[config.mk]
export PLATFORM = sky130hd
export DESIGN_NAME = mipi_raw_pixel_unpacker
export DESIGN_NICKNAME = d
export VERILOG_FILES = /design/src/rtl/mrpu_pkg.sv /design/src/rtl/mrpu_front.sv /design/src/rtl/mrpu_queue.sv /design/src/rtl/mrpu_back.sv /design/src/rtl/mipi_raw_pixel_unpacker.sv
export SDC_FILE = /design/constraint.sdc
export NUM_CORES = 1
export LEC_CHECK = 0
export ABC_AREA = 1
export BUFFER_PORTS_ARGS = -buffer_cell sky130_fd_sc_hd__buf_2
export CORE_ASPECT_RATIO = 0.7
export CORE_MARGIN = 3
export CORE_UTILIZATION = 35
export CTS_CLUSTER_DIAMETER = 30
export DETAILED_ROUTE_END_ITERATION = 16
export PLACE_DENSITY_LB_ADDON = 0.15
export SYNTH_ARGS = -nofsm -noshare
export SYNTH_HDL_FRONTEND = slang
export SYNTH_HIERARCHICAL = 1
export SYNTH_SLANG_ARGS = --single-unit
[constraint.sdc]
create_clock -name i_clk -period 9.5 [get_ports i_clk]
set_input_delay 1.425 -clock i_clk [delete_from_list [all_inputs] [get_ports i_clk]]
set_output_delay 1.425 -clock i_clk [all_outputs]
set_load 0.02 [all_outputs]
[src/rtl/mrpu_pkg.sv]
// Shared constants, types and helpers of the raw pixel unpacker.
`timescale 1ns / 1ps
`default_nettype none

package mrpu_pkg;

    // Frame geometry
    localparam int unsigned MAX_DIMENSION = 8192;
    localparam int unsigned DIM_W         = 14;
    localparam int unsigned COUNT_W       = 26;
    localparam int unsigned TOTAL_W       = 27;

    // Data widths
    localparam int unsigned BYTE_W    = 8;
    localparam int unsigned PIX_W     = 16;
    localparam int unsigned GROUP_PIX = 4;
    localparam int unsigned GIDX_W    = 2;
    localparam int unsigned POS_W     = 3;

    // Group queue between front and back
    localparam int unsigned QUEUE_DEPTH = 4;
    localparam int unsigned Q_PTR_W     = 2;
    localparam int unsigned Q_CNT_W     = 3;

    // Configuration register indexes
    localparam logic [1:0] CFG_IDX_FORMAT = 2'd0;
    localparam logic [1:0] CFG_IDX_WIDTH  = 2'd1;
    localparam logic [1:0] CFG_IDX_HEIGHT = 2'd2;

    // Packing formats; the unused code behaves as RAW16
    localparam logic [1:0] FMT_RAW10 = 2'd0;
    localparam logic [1:0] FMT_RAW12 = 2'd1;
    localparam logic [1:0] FMT_RAW16 = 2'd2;

    // One completed group: its pixels, index of the last one sent, frame end flag
    typedef struct packed {
        logic [GROUP_PIX-1:0][PIX_W-1:0] pix;
        logic [GIDX_W-1:0]               last_idx;
        logic                            frame_end;
    } t_group_rec;

    // Head of the group queue as seen by the back end
    typedef struct packed {
        logic       valid;
        t_group_rec head;
    } t_q_status;

    // Map zero to one and saturate at the largest frame dimension
    function automatic logic [DIM_W-1:0] clamp_dim(input logic [DIM_W-1:0] v);
        logic [DIM_W-1:0] r;
        if (v == '0) begin
            r = DIM_W'(1);
        end else if (v > DIM_W'(MAX_DIMENSION)) begin
            r = DIM_W'(MAX_DIMENSION);
        end else begin
            r = v;
        end
        return r;
    endfunction

endpackage

`default_nettype wire

[src/rtl/mrpu_front.sv]
// Front end: configuration registers, byte gathering, pixel build and frame count.
`timescale 1ns / 1ps
`default_nettype none

module mrpu_front import mrpu_pkg::*; (
    input  wire logic               i_clk,
    input  wire logic               i_rst_n,
    input  wire logic               i_cfg_valid,
    output logic                    o_cfg_ready,
    input  wire logic [1:0]         i_cfg_index,
    input  wire logic [DIM_W-1:0]   i_cfg_data,
    input  wire logic               i_push,
    input  wire logic [BYTE_W-1:0]  i_packed_byte,
    output logic                    o_full,
    input  wire logic               i_q_full,
    output logic                    o_q_push,
    output t_group_rec              o_q_rec
);

    logic [1:0]         r_format;
    logic [DIM_W-1:0]   r_width;
    logic [DIM_W-1:0]   r_height;
    logic [TOTAL_W-1:0] r_total;
    logic               r_cfg_hold;
    logic [POS_W-1:0]   r_byte_pos;
    logic [COUNT_W-1:0] r_emitted;
    logic [BYTE_W-1:0]  r_grp [GROUP_PIX];

    logic [TOTAL_W-1:0] n_total;
    logic [COUNT_W-1:0] n_emitted;
    logic               cfg_we;
    logic               accept;
    logic               group_done;
    logic [POS_W-1:0]   last_pos;
    logic [POS_W-1:0]   npix;
    logic [POS_W-1:0]   emit_cnt;
    logic [TOTAL_W-1:0] emitted_ext;
    logic [TOTAL_W-1:0] remain;
    logic               frame_end;
    logic [GROUP_PIX-1:0][PIX_W-1:0] pix;

    assign o_cfg_ready = 1'b1;
    assign cfg_we      = i_cfg_valid;
    // Hold input off in the cycle after a write so the frame total settles
    assign o_full      = i_q_full | r_cfg_hold;
    assign accept      = i_push & ~o_full;

    // Group length and pixel count per format
    always_comb begin
        case (r_format)
            FMT_RAW10: begin
                last_pos = POS_W'(4);
                npix     = POS_W'(4);
            end
            FMT_RAW12: begin
                last_pos = POS_W'(2);
                npix     = POS_W'(2);
            end
            default: begin
                last_pos = POS_W'(1);
                npix     = POS_W'(1);
            end
        endcase
    end

    assign group_done = (r_byte_pos == last_pos);

    // Assemble pixels from the stored bytes and the closing byte
    always_comb begin
        pix = '0;
        case (r_format)
            FMT_RAW10: begin
                pix[0] = {6'd0, r_grp[0], i_packed_byte[7:6]};
                pix[1] = {6'd0, r_grp[1], i_packed_byte[5:4]};
                pix[2] = {6'd0, r_grp[2], i_packed_byte[3:2]};
                pix[3] = {6'd0, r_grp[3], i_packed_byte[1:0]};
            end
            FMT_RAW12: begin
                pix[0] = {4'd0, r_grp[0], i_packed_byte[7:4]};
                pix[1] = {4'd0, r_grp[1], i_packed_byte[3:0]};
            end
            default: begin
                pix[0] = {i_packed_byte, r_grp[0]};
            end
        endcase
    end

    // Clip the group against the pixels left in the frame
    always_comb begin
        emitted_ext = {1'b0, r_emitted};
        remain      = (emitted_ext < r_total) ? (r_total - emitted_ext) : '0;
        frame_end   = (remain <= TOTAL_W'(npix));
        emit_cnt    = frame_end ? remain[POS_W-1:0] : npix;
        n_emitted   = frame_end ? '0 : (r_emitted + COUNT_W'(npix));
    end

    assign o_q_push           = accept & group_done & (emit_cnt != '0);
    assign o_q_rec.pix        = pix;
    assign o_q_rec.last_idx   = GIDX_W'(emit_cnt - POS_W'(1));
    assign o_q_rec.frame_end  = frame_end;

    assign n_total = TOTAL_W'(clamp_dim(r_width)) * TOTAL_W'(clamp_dim(r_height));

    // Configuration, frame total and position counters
    always_ff @(posedge i_clk) begin
        if (!i_rst_n) begin
            r_format   <= FMT_RAW10;
            r_width    <= DIM_W'(1);
            r_height   <= DIM_W'(1);
            r_total    <= TOTAL_W'(1);
            r_cfg_hold <= 1'b0;
            r_byte_pos <= '0;
            r_emitted  <= '0;
        end else begin
            r_cfg_hold <= cfg_we;
            r_total    <= n_total;
            if (accept) begin
                if (group_done) begin
                    r_byte_pos <= '0;
                    r_emitted  <= n_emitted;
                end else begin
                    r_byte_pos <= r_byte_pos + POS_W'(1);
                end
            end
            if (cfg_we) begin
                case (i_cfg_index)
                    CFG_IDX_FORMAT: begin
                        r_format   <= i_cfg_data[1:0];
                        r_byte_pos <= '0;
                    end
                    CFG_IDX_WIDTH:  r_width  <= i_cfg_data;
                    CFG_IDX_HEIGHT: r_height <= i_cfg_data;
                    default: ;
                endcase
            end
        end
    end

    // Store the non-closing bytes of the group
    always_ff @(posedge i_clk) begin
        if (accept && !group_done) begin
            r_grp[r_byte_pos[GIDX_W-1:0]] <= i_packed_byte;
        end
    end

endmodule

`default_nettype wire

[src/rtl/mrpu_queue.sv]
// Short queue of completed pixel groups between front and back ends.
`timescale 1ns / 1ps
`default_nettype none

module mrpu_queue import mrpu_pkg::*; (
    input  wire logic        i_clk,
    input  wire logic        i_rst_n,
    input  wire logic        i_push,
    input  wire t_group_rec  i_rec,
    output logic             o_full,
    input  wire logic        i_pop,
    output t_q_status        o_status
);

    t_group_rec         r_mem [QUEUE_DEPTH];
    logic [Q_PTR_W-1:0] r_wr_ptr;
    logic [Q_PTR_W-1:0] r_rd_ptr;
    logic [Q_CNT_W-1:0] r_count;

    logic do_push;
    logic do_pop;

    assign o_full          = (r_count == Q_CNT_W'(QUEUE_DEPTH));
    assign o_status.valid  = (r_count != '0);
    assign o_status.head   = r_mem[r_rd_ptr];
    assign do_push         = i_push & ~o_full;
    assign do_pop          = i_pop & o_status.valid;

    // Advance pointers and occupancy
    always_ff @(posedge i_clk) begin
        if (!i_rst_n) begin
            r_wr_ptr <= '0;
            r_rd_ptr <= '0;
            r_count  <= '0;
        end else begin
            if (do_push) begin
                r_wr_ptr <= r_wr_ptr + Q_PTR_W'(1);
            end
            if (do_pop) begin
                r_rd_ptr <= r_rd_ptr + Q_PTR_W'(1);
            end
            case ({do_push, do_pop})
                2'b10:   r_count <= r_count + Q_CNT_W'(1);
                2'b01:   r_count <= r_count - Q_CNT_W'(1);
                default: r_count <= r_count;
            endcase
        end
    end

    // Write the incoming group
    always_ff @(posedge i_clk) begin
        if (do_push) begin
            r_mem[r_wr_ptr] <= i_rec;
        end
    end

endmodule

`default_nettype wire

[src/rtl/mrpu_back.sv]
// Back end: steps through each queued group and presents one pixel at a time.
`timescale 1ns / 1ps
`default_nettype none

module mrpu_back import mrpu_pkg::*; (
    input  wire logic        i_clk,
    input  wire logic        i_rst_n,
    input  wire t_q_status   i_status,
    output logic             o_q_pop,
    output logic             o_empty,
    input  wire logic        i_pop,
    output logic [PIX_W-1:0] o_pixel_value,
    output logic             o_group_last,
    output logic             o_frame_last
);

    logic [GIDX_W-1:0] r_sub;
    logic              r_out_valid;
    logic [PIX_W-1:0]  r_pixel;
    logic              r_glast;
    logic              r_flast;

    logic load;
    logic sub_last;

    assign o_empty       = ~r_out_valid;
    assign o_pixel_value = r_pixel;
    assign o_group_last  = r_glast;
    assign o_frame_last  = r_flast;

    // Refill the output register when it is free or being taken
    assign load     = i_status.valid & (~r_out_valid | i_pop);
    assign sub_last = (r_sub == i_status.head.last_idx);
    assign o_q_pop  = load & sub_last;

    // Output valid and pixel index within the group
    always_ff @(posedge i_clk) begin
        if (!i_rst_n) begin
            r_sub       <= '0;
            r_out_valid <= 1'b0;
        end else begin
            if (load) begin
                r_out_valid <= 1'b1;
                r_sub       <= sub_last ? '0 : (r_sub + GIDX_W'(1));
            end else if (i_pop) begin
                r_out_valid <= 1'b0;
            end
        end
    end

    // Output payload
    always_ff @(posedge i_clk) begin
        if (load) begin
            r_pixel <= i_status.head.pix[r_sub];
            r_glast <= sub_last;
            r_flast <= sub_last & i_status.head.frame_end;
        end
    end

endmodule

`default_nettype wire

[src/rtl/mipi_raw_pixel_unpacker.sv]
// Top level of the RAW10/RAW12/RAW16 pixel unpacker.
//
//   Channel   Direction  Handshake               Payload
//   config    in         i_cfg_valid/o_cfg_ready i_cfg_index, i_cfg_data
//   bytes     in         i_push/o_full           i_packed_byte
//   pixels    out        o_empty/i_pop           o_pixel_value, o_group_last, o_frame_last
//
// Takes one byte per cycle while o_full is low; pixels leave one per cycle from the output
// register while i_pop is high and groups are queued. A closing byte queues its group,
// whose pixels pass to the output register. The four-entry queue sets how long the output
// may stall before o_full rises. A config write raises o_full in the next cycle while the
// frame total is recomputed. Synchronous reset clears all control state; no clear pass.
`timescale 1ns / 1ps
`default_nettype none

module mipi_raw_pixel_unpacker import mrpu_pkg::*; (
    input  wire logic               i_clk,
    input  wire logic               i_rst_n,
    input  wire logic               i_cfg_valid,
    output logic                    o_cfg_ready,
    input  wire logic [1:0]         i_cfg_index,
    input  wire logic [DIM_W-1:0]   i_cfg_data,
    input  wire logic               i_push,
    input  wire logic [BYTE_W-1:0]  i_packed_byte,
    output logic                    o_full,
    output logic                    o_empty,
    input  wire logic               i_pop,
    output logic [PIX_W-1:0]        o_pixel_value,
    output logic                    o_group_last,
    output logic                    o_frame_last
);

    logic       q_push;
    logic       q_full;
    logic       q_pop;
    t_group_rec q_rec;
    t_q_status  q_status;

    mrpu_front u_front (
        .i_clk         (i_clk),
        .i_rst_n       (i_rst_n),
        .i_cfg_valid   (i_cfg_valid),
        .o_cfg_ready   (o_cfg_ready),
        .i_cfg_index   (i_cfg_index),
        .i_cfg_data    (i_cfg_data),
        .i_push        (i_push),
        .i_packed_byte (i_packed_byte),
        .o_full        (o_full),
        .i_q_full      (q_full),
        .o_q_push      (q_push),
        .o_q_rec       (q_rec)
    );

    mrpu_queue u_queue (
        .i_clk    (i_clk),
        .i_rst_n  (i_rst_n),
        .i_push   (q_push),
        .i_rec    (q_rec),
        .o_full   (q_full),
        .i_pop    (q_pop),
        .o_status (q_status)
    );

    mrpu_back u_back (
        .i_clk         (i_clk),
        .i_rst_n       (i_rst_n),
        .i_status      (q_status),
        .o_q_pop       (q_pop),
        .o_empty       (o_empty),
        .i_pop         (i_pop),
        .o_pixel_value (o_pixel_value),
        .o_group_last  (o_group_last),
        .o_frame_last  (o_frame_last)
    );

endmodule

`default_nettype wire

==> results.md, run 1 <==
- Switching Fraction: 26.8%
- # hold bufs at CTS: 0
- Chip height: 232 um
- Worst Path Arrival: 8.06 ns
- Reg2Reg Setup Slack: 1.89 ns
- Final Util: 41.0%
- Commonest non-fill, non-tap cell in the layout: inv_1
- Lkg Pwr: 0.0126 uW
- Fin. max-slew vios: 0
- Peak VDD IR: 0.000148 V
- Gate power share: 13.9%
- # IOs: 50
- Area added between synthesis and finish: 15.7%
- Worst Tran Pin Value: 1.20 ns
- RSZ-0062 raised after global routing: no
- Mapped cell area: 25400 um^2
- Drt drc: 0
- WL final: 71.9 mm
- Synth cell types: 58
- Starting Density: 35.4%
- Setup crit start kind: register
- Rel. slew slack: 19.5%
- Fin crit share: 80.1%
- Critical-path maximum fanout: 10
- H-tree levels: 3
- Cell accounting for the most synthesized area: edfxtp_1
- Commonest cells after routing, fill and taps aside: 433 x inv_1, 416 x nand2_1, 399 x nor2_1, 318 x edfxtp_1, 224 x o21ai_0
- Die area: 76000 um^2
- Synth warn: 6
- CTS tree: done
- Pin count of the biggest net entering global routing: 88
- Setup_tns: 0 ns
- Power per Cell Area: 200 nW/um^2
- Clock latency on the worst-skew pair: 0.63 ns
- Sink Count: 417
- Top cell by count, worst path: inv_1
- Die W: 328 um
- Final setup fails: 0
- Number of synthesized register bits: 417
- Vias/cell: 4.92
- Grt ovf: 0
- Hold crit path type: reg2reg
- Hpwl dp: 50.5 mm
- Global-route usage over all layers: 19.3%
- Vias: 18.9k
- Layout Nets: 3111
- Rows: 82
- Port bufs: 48
- Max clock buf depth: 3
- Slowest cell delay on critical path: 0.69 ns
- Cell internal pwr: 4310 uW
- Flop pwr share: 34.8%
- Detailed-router iteration count before antenna repair: 5
- Vias in the first global route: 18.9k
- First-pass GRT wire length: 112 mm
- Critical path class: reg2reg
- Switching pwr: 1580 uW
- Area contributors post-synth: edfxtp_1 38%, fa_1 11%, dfxtp_1 7.8%
- Post-route antenna net violation count: 0
- Crit end category: register
- Req. time, crit path: 9.95 ns
- Final min period: 7.61 ns
- Yosys top cell area share: 37.5%
- Worst Clk Skew: 0.0463 ns
- Layout cells sized above 1: 9.91%
- Max frequency: 131 MHz
- GP Congestion: 0.897
- Clock transition at path regs: 0.05 ns
- DR WL/cell: 18.7 um
- Clock power frac: 51.3%
- Final Hold Vio Count: 0
- Core area: 71800 um^2
- # fillers: 7048
- Max-Cap Viols: 0
- Detailed Route Iter0 Violations: 1507
- Post-cts sizing count: 0
- Postcts setup bufs: 0
- Sequential share of the synthesized area: 45.3%
- Outcome: finished clean
- Mapped Cells: 2739
- Antenna violations before repair: 1
- Slowest-stage cell, CP: nor2_1
- TritonCTS Buffers: 86
- Root Buffer: clkbuf_16
- Post-synthesis area per instance: 9.29 um^2
state kept, by name, summed over array words and instances (netlist names), named ones only:
name and count:
u_queue/r_count 3, u_back/o_frame_last 1, u_front/r_format 2, u_back/o_group_last 1, u_queue/r_mem 268, u_back/o_pixel_value 16
u_front/r_cfg_hold 1, u_front/r_total 27, u_back/r_out_valid 1, u_back/r_sub 2, u_front/r_width 14, u_front/r_height 14
u_front/r_byte_pos 3, u_queue/r_wr_ptr 2, u_queue/r_rd_ptr 2, u_front/r_emitted 26, u_front/r_grp 32
worst max-delay path, delay by kind of cell, from the launching register on:
kind | cells | cell delay, ns
compound gates | 6 | 0.99
fa+ha+maj | 7 | 3.19
buf+inv | 8 | 0.93
flops | 1 | 0.30
simple gates | 11 | 2.03
kinds of logic (layout without fill, tap and decap cells):
logic type	count (synthesis)	in the layout	share of synthesized area, %
compound gates	482	482	10.5
other cells	2	18	0.0295
xor+xnor	25	25	0.861
fa+ha+maj	273	273	17.6
simple gates	989	989	16.3
flops	417	417	45.3
buf+inv	551	672	9.30
power groups by stage:
stage | Clock [uW] | Sequential [uW] | Combinational (uW)
finish | 3030 | 2050 | 818
global placement | 0 | 2080 | 807
global route | 3190 | 2050 | 929
detailed placement | 0 | 2080 | 810
floorplan | 0 | 2080 | 589
CTS | 3090 | 2050 | 817
cells in the mapped netlist, drive strengths merged:
library cell,number
inv,441
nor2,438
nand2,430
edfxtp,318
o21ai,256
fa,143
ha,130
dfxtp,99
a21oi,98
o22ai,95
nand3,68
buf,60
clkbuf,43
nand4,19
nor3,19
xor2,19
o221ai,10
nor4,8
o21a,8
clkinv,7
xnor2,6
a31oi,4
a21boi,3
and2,3
o211ai,3
a21o,2
conb,2
nand3b,2
a31o,1
and3,1
o21bai,1
o31ai,1
or2,1
through the flow:
stage / worst slack, ns / instances / hold WS [ns] / cell area [um^2] / power (uW)
floorplan: 2.78 / 2754 / 0.444 / 25500 / 2670
global placement: 2.17 / 3687 / 0.465 / 26500 / 2890
detailed placement: 2.07 / 3687 / 0.465 / 26500 / 2890
CTS: 1.94 / 3841 / 0.473 / 29400 / 5960
global route: 1.22 / 3841 / 0.509 / 29400 / 6170
finish: 1.89 / 3842 / 0.469 / 29400 / 5890
routing by layer:
layer  vias to the layer above  global-route usage, %  share of wire [%]
li1                       9114                      -                  -
met1                      9124                   30.0                 51
met5                         -                      0                  0
met2                       571                   26.7                 40
met3                       101                   4.35                7.3
met4                         0                   4.64                1.8
final timing paths:
check	from	end	cells past startpoint
max	u_front/r_width[12]$_SDFFE_PN0P_	u_front/r_total[26]$_SDFF_PN0_	32
min	u_front/r_height[11]$_SDFFE_PN0P_	u_front/r_height[11]$_SDFFE_PN0P_	2
min reg2reg	u_front/r_height[11]$_SDFFE_PN0P_	u_front/r_height[11]$_SDFFE_PN0P_	2
max reg2reg	u_front/r_width[12]$_SDFFE_PN0P_	u_front/r_total[26]$_SDFF_PN0_	32
final cells by class:
type	instances	area [um^2]	area share, %
multi-input cells	1786	11600	39.5
flip-flops and latches	417	11500	39.2
clock buffers	100	2230	7.59
inverters	448	1700	5.76
well taps	966	1210	4.11
clock inverters	54	727	2.47
repair buffers	70	405	1.38
diodes	1	2.50	0.00850
(Power assumes the default switching activity.)
==> run 2: changes to the inputs <==
--- a/config.mk
+++ b/config.mk
@@ -5,7 +5,7 @@
 export SDC_FILE = /design/constraint.sdc
 export NUM_CORES = 1
 export LEC_CHECK = 0
-export ABC_AREA = 1
+export ABC_AREA = 0
 export BUFFER_PORTS_ARGS = -buffer_cell sky130_fd_sc_hd__buf_2
 export CORE_ASPECT_RATIO = 0.7
 export CORE_MARGIN = 3
==> constraint.sdc (replaced) <==
create_clock -name i_clk -period 6.9 [get_ports i_clk]
set_input_delay 1.035 -clock i_clk [delete_from_list [all_inputs] [get_ports i_clk]]
set_output_delay 1.035 -clock i_clk [all_outputs]
set_load 0.02 [all_outputs]
==> results.md, run 2 <==
- Outcome: finished clean
- Req. time, crit path: 7.37 ns
- # fillers: 6632
- Power per Cell Area: 245 nW/um^2
- Commonest cells after routing, fill and taps aside: 318 x edfxtp_1, 226 x nand2_1, 222 x inv_1, 191 x nor2_1, 143 x fa_1
- Count leader, synth: edfxtp_1
- Flop pwr share: 37.8%
- Max frequency: 151 MHz
- Synth warn: 6
- Final Util: 42.3%
- Fin crit share: 95.8%
- Detailed Route Iter0 Violations: 1410
- Layout Nets: 2541
- Fin. max-slew vios: 0
- PnR Total Power: 7260 uW
- Core area: 70100 um^2
- Root Buffer: clkbuf_16
- Max clock buf depth: 3
- Pin count of the biggest net entering global routing: 55
- Worst Path Arrival: 7.07 ns
- Slowest cell delay on critical path: 0.56 ns
- Worst Tran Pin Value: 1.07 ns
- Global-route usage over all layers: 18.1%
- Setup_tns: 0 ns
- Post-synthesis area per instance: 11.9 um^2
- Chip height: 229 um
- CTS tree: done
- Grt ovf: 0
- Post-synth top flop: edfxtp_1
- Sequential share of the synthesized area: 46.3%
- RR Endpoint: u_front/r_total[25]$_SDFF_PN0_
- Crit end category: register
- Area of the multi-input gates: 12100 um^2
- GP Congestion: 0.884
- Mapped Cells: 2092
- Final min period: 6.61 ns
- Post-route antenna net violation count: 0
- Hpwl dp: 48.1 mm
- Synth cell types: 84
- First-pass GRT wire length: 104 mm
- Post-Layout Cell Count: 3260
- Switching pwr: 1730 uW
- Placed cell count: 3095
- Slowest-stage cell, CP: fa_1
- Port bufs: 48
- Max-Cap Viols: 0
- Die W: 325 um
- CP endpoint: u_front/r_total[25]$_SDFF_PN0_
- Gate power share: 7.8%
- R2r worst-path depth: 25
- Switching Fraction: 23.8%
- Vias/cell: 5.01
- Rows: 81
- Mapped cell area: 24900 um^2
- Share of flip-flops with an asynchronous set or reset after synthesis: 0%
- Synth top cells by count: 318 x edfxtp_1, 231 x nand2_1, 222 x inv_1
- Antenna violations before repair: 0
- Worst Clk Skew: 0.0544 ns
- WL final: 65.9 mm
- Layout cells sized above 1: 18.6%
- Critical Path Source: u_front/r_width[12]$_SDFFE_PN0P_
- Critical-path maximum fanout: 7
- Vias: 16.3k
- Top cell by count, worst path: fa_1
- Starting Density: 35.5%
- Ant diodes: 0
- Register Area: 11500 um^2
- Yosys top cell area share: 38.4%
- Clock power frac: 54.3%
- Number of synthesized register bits: 417
- Clock transition at path regs: 0.05 ns
- Reg2Reg Setup Slack: 0.29 ns
- Peak VDD IR: 0.000191 V
- Lkg Pwr: 0.0117 uW
- Hold_ws: 0.493 ns
- Clock latency on the worst-skew pair: 0.62 ns
- # hold bufs at CTS: 0
- # IOs: 50
- Drt drc: 0
- Vias in the first global route: 17.0k
- Cell internal pwr: 5530 uW
- Post-synth EDFFs: 318
- TritonCTS Buffers: 80
- Cell accounting for the most synthesized area: edfxtp_1
- Detailed-router iteration count before antenna repair: 5
- Rel. slew slack: 28.9%
- Area contributors post-synth: edfxtp_1 38%, fa_1 12%, dfxtp_1 8.0%
- Sink Count: 417
- Area added between synthesis and finish: 19.2%
- Final Hold Vio Count: 0
- DR WL/cell: 20.2 um
- Max FFs per register: 268
- Biggest register: u_queue/r_mem
- Critical path class: reg2reg
- Final setup fails: 0
- H-tree levels: 3
- FF-to-FF Start: u_front/r_width[12]$_SDFFE_PN0P_
- Setup crit start kind: register
- Commonest non-fill, non-tap cell in the layout: edfxtp_1
- Die area: 74400 um^2
- Hold crit path type: reg2reg
[run 2: logic make-up after synthesis]
kind of cell	Yosys count	synth area share, %
compound gates	250	6.86
xor+xnor	58	2.07
buf+inv	326	5.75
simple gates	658	12.3
flops	417	46.3
other cells	2	0.0302
fa+ha+maj	273	18.0
mux	108	8.54
[run 2: through the flow]
step	worst slack, ns	instance area (um^2)
3_5_place_dp	0.0464	26600
2_1_floorplan	0.0784	24900
6_report	0.292	29600
3_3_place_gp	0.190	26600
4_1_cts	0.000459	29400
5_1_grt	-0.0399	29600
[run 2: worst max-delay path: cells and delay by family, from the launching register on]
| kind | cells | cell delay, ns |
|---|---|---|
| adder cells (fa/ha/maj) | 7 | 3.34 |
| AND/OR/NAND/NOR | 7 | 1.27 |
| AO/OA/AOI/OAI | 7 | 1.17 |
| flip-flops | 1 | 0.35 |
| buffers and inverters | 3 | 0.15 |
| XOR/XNOR | 1 | 0.15 |
[run 2: power groups by stage]
| stage | registers (uW) | clock network (uW) | logic [uW] |
|---|---|---|---|
| finish | 2750 | 3940 | 569 |
| global route | 2740 | 4160 | 622 |
| CTS | 2740 | 4040 | 534 |
| detailed placement | 2790 | 0 | 530 |
| global placement | 2790 | 0 | 527 |
| floorplan | 2780 | 0 | 358 |
[run 2: per-layer routing]
layer	track usage (%)	vias up	part of all wire, %
met2	24.7	419	40
li1	-	7589	-
met4	4.48	0	1.9
met3	3.61	96	6.0
met1	28.8	8243	52
met5	0	-	0
[run 2: how the worst min path moves through the flow]
| stage | from | endpoint | slack (ns) | cells past startpoint |
|---|---|---|---|---|
| 6_report | u_front/r_emitted[2]$_SDFFE_PN0P_ | u_front/r_emitted[2]$_SDFFE_PN0P_ | 0.49 | 2 |
| 5_1_grt | u_front/r_emitted[0]$_SDFFE_PN0P_ | u_front/r_emitted[0]$_SDFFE_PN0P_ | 0.52 | 2 |
| 4_1_cts | u_front/r_height[2]$_SDFFE_PN0P_ | u_front/r_height[2]$_SDFFE_PN0P_ | 0.49 | 2 |
| 3_5_place_dp | u_front/r_width[7]$_SDFFE_PN0P_ | u_front/r_width[7]$_SDFFE_PN0P_ | 0.48 | 2 |
| 3_3_place_gp | u_front/r_height[6]$_SDFFE_PN0P_ | u_front/r_height[6]$_SDFFE_PN0P_ | 0.47 | 2 |
| 2_1_floorplan | u_front/r_height[2]$_SDFFE_PN0P_ | u_front/r_height[2]$_SDFFE_PN0P_ | 0.45 | 2 |
[run 2: area by class of cell]
type | count | share of cell area (%)
Sequential cell | 417 | 38.9
Tap cell | 954 | 4.03
Multi-Input combinational cell | 1364 | 40.9
Timing Repair Buffer | 154 | 3.83
Clock inverter | 50 | 1.91
Clock buffer | 99 | 7.58
Inverter | 222 | 2.81
[run 2: timing repair]
action,CTS,global route
setup endpoints to repair,0,285
buffers inserted,0,16
resized for setup,0,40
==> run 3: changes to the inputs <==
--- a/config.mk
+++ b/config.mk
@@ -12,7 +12,8 @@
 export CORE_UTILIZATION = 35
 export CTS_CLUSTER_DIAMETER = 30
 export DETAILED_ROUTE_END_ITERATION = 16
-export PLACE_DENSITY_LB_ADDON = 0.15
+export PLACE_DENSITY = 0.5
+export REMOVE_ABC_BUFFERS = 1
 export SYNTH_ARGS = -nofsm -noshare
 export SYNTH_HDL_FRONTEND = slang
 export SYNTH_HIERARCHICAL = 1
==> results.md, run 3 (synthesis results as in run 2) <==
- Setup crit start kind: register
- Antenna violations before repair: 1
- Vias: 16.3k
- Critical-path maximum fanout: 6
- Worst Hold End: u_front/r_width[7]$_SDFFE_PN0P_
- Vias in the first global route: 17.3k
- Req. time, crit path: 7.36 ns
- Power per Cell Area: 251 nW/um^2
- Clock transition at path regs: 0.05 ns
- Pin count of the biggest net entering global routing: 53
- Chip height: 229 um
- # IOs: 50
- Cell internal pwr: 5730 uW
- WL final: 63.0 mm
- Clock power frac: 55.9%
- DR WL/cell: 19.4 um
- # fillers: 6592
- Commonest non-fill, non-tap cell in the layout: edfxtp_1
- Final setup fails: 0
- Max FFs per register: 268
- Clock latency on the worst-skew pair: 0.62 ns
- Peak VDD IR: 0.000182 V
- Area added between synthesis and finish: 19.6%
- WHS Path Cells: 2
- First-pass GRT wire length: 101 mm
- Layout cells sized above 1: 18.8%
- Port bufs: 48
- Setup_tns: 0 ns
- Outcome: finished clean
- H-tree levels: 3
- Gate power share: 7.3%
- Drt drc: 0
- Crit end category: register
- Fin crit share: 95.4%
- Global-route usage over all layers: 17.4%
- Hold_ws: 0.487 ns
- Switching Fraction: 23.2%
- Lkg Pwr: 0.0116 uW
- Die W: 325 um
- R2r worst-path depth: 25
- Detailed-router iteration count before antenna repair: 5
- Grt ovf: 0
- RR Endpoint: u_front/r_total[25]$_SDFF_PN0_
- TritonCTS Buffers: 83
- Hold crit path type: reg2reg
- Commonest cells after routing, fill and taps aside: 318 x edfxtp_1, 223 x nand2_1, 222 x inv_1, 191 x nor2_1, 143 x fa_1
- Fin. max-slew vios: 0
- Pre-CTS setup slack: -0.283 ns
- CTS tree: done
- Vias/cell: 5.04
- Sink Count: 417
- Rows: 81
- Placed cell count: 3088
- Starting Density: 35.5%
- Root Buffer: clkbuf_16
- Hold path startpoint: u_front/r_width[7]$_SDFFE_PN0P_
- Hpwl dp: 44.7 mm
- Post-route antenna net violation count: 0
- Worst Tran Pin Value: 1.05 ns
- FF-to-FF Start: u_front/r_width[1]$_SDFFE_PN0P_
- Biggest register: u_queue/r_mem
- Layout Nets: 2526
- Final setup margin: 0.314 ns
- Rel. slew slack: 29.6%
- Max clock buf depth: 3
- Worst Clk Skew: 0.0253 ns
- Worst Path Arrival: 7.05 ns
- Final Util: 42.4%
- Final Hold Vio Count: 0
- Ant diodes: 0
- Die area: 74400 um^2
- Detailed Route Iter0 Violations: 1071
- Reg2Reg Setup Slack: 0.31 ns
- Max-Cap Viols: 0
- Flop pwr share: 36.8%
- Switching pwr: 1730 uW
- Max frequency: 152 MHz
- Core area: 70100 um^2
- Post-Layout Cell Count: 3247
- Final min period: 6.59 ns
- GP Congestion: 0.879
- Critical path class: reg2reg
## run 3: layer usage
layer  vias to the layer above  part of all wire (%)  global-route usage (%)
li1                       7566                     -                       -
met1                      8244                    47                    25.0
met2                       429                    44                    26.1
met3                       108                   6.3                    4.21
met4                         2                   2.1                    4.87
met5                         -                 0.017                       0
## run 3: worst max-delay path, cell delays in order (launching register included)
cell	delay, ns
dfxtp_1	0.36
nor4_4	0.32
nand4_1	0.21
nand2_2	0.17
and2_2	0.26
nand2_1	0.10
fa_1	0.44
fa_1	0.50
inv_1	0.06
fa_1	0.50
fa_1	0.51
fa_1	0.54
inv_1	0.05
fa_1	0.53
inv_1	0.04
ha_1	0.21
a21o_1	0.20
a21oi_1	0.20
o2111a_1	0.19
o31ai_1	0.11
a41o_1	0.26
a21o_1	0.19
nor3b_1	0.20
a21oi_1	0.07
xnor2_1	0.14
nor2_1	0.05
## run 3: power by group through the flow
stage	Clock (uW)	Sequential [uW]	Combinational, uW
global placement	0	2790	509
CTS	4270	2740	521
global route	4390	2740	605
detailed placement	0	2790	512
finish	4170	2750	546
floorplan	0	2790	334
## run 3: worst max path at each step
stage,from,end,slack [ns],cells after the start
after floorplan,u_front/r_emitted[20]$_SDFFE_PN0P_,u_queue/r_mem[0][0]$_DFFE_PP_,-0.72,26
after global placement,u_front/r_emitted[18]$_SDFFE_PN0P_,u_queue/r_count[2]$_SDFFE_PN0P_,-0.12,31
after detailed placement,u_front/r_emitted[9]$_SDFFE_PN0P_,u_queue/r_mem[2][0]$_DFFE_PP_,-0.28,28
after CTS,u_front/r_emitted[9]$_SDFFE_PN0P_,u_queue/r_count[2]$_SDFFE_PN0P_,0.01,32
after global routing,u_front/r_emitted[6]$_SDFFE_PN0P_,u_queue/r_count[2]$_SDFFE_PN0P_,-0.04,33
final,u_front/r_width[1]$_SDFFE_PN0P_,u_front/r_total[25]$_SDFF_PN0_,0.31,25
## run 3: final cells by class
cell class                      instances  area [um^2]  area share [%]
Clock inverter                         60          759            2.55
Timing Repair Buffer                  136         1000            3.36
Sequential cell                       417        11500            38.8
Inverter                              222          833            2.80
Multi-Input combinational cell       1364        12200            41.1
Clock buffer                           94         2200            7.40
Tap cell                              954         1190            4.01
## run 3: through the flow
stage               power [uW]  instance area, um^2
finish                    7460                29800
floorplan                 3120                24300
global placement          3300                26500
global route              7740                29800
CTS                       7530                29500
detailed placement        3300                26500
## run 3: repair_timing
item / 4_1_cts / 5_1_grt
hold buffers: 0 / 0
buffers inserted: 1 / 4
pin swaps: 1 / 13
endpoints found under the setup margin: 225 / 282
cloned: 0 / 0
gates resized for setup: 3 / 61
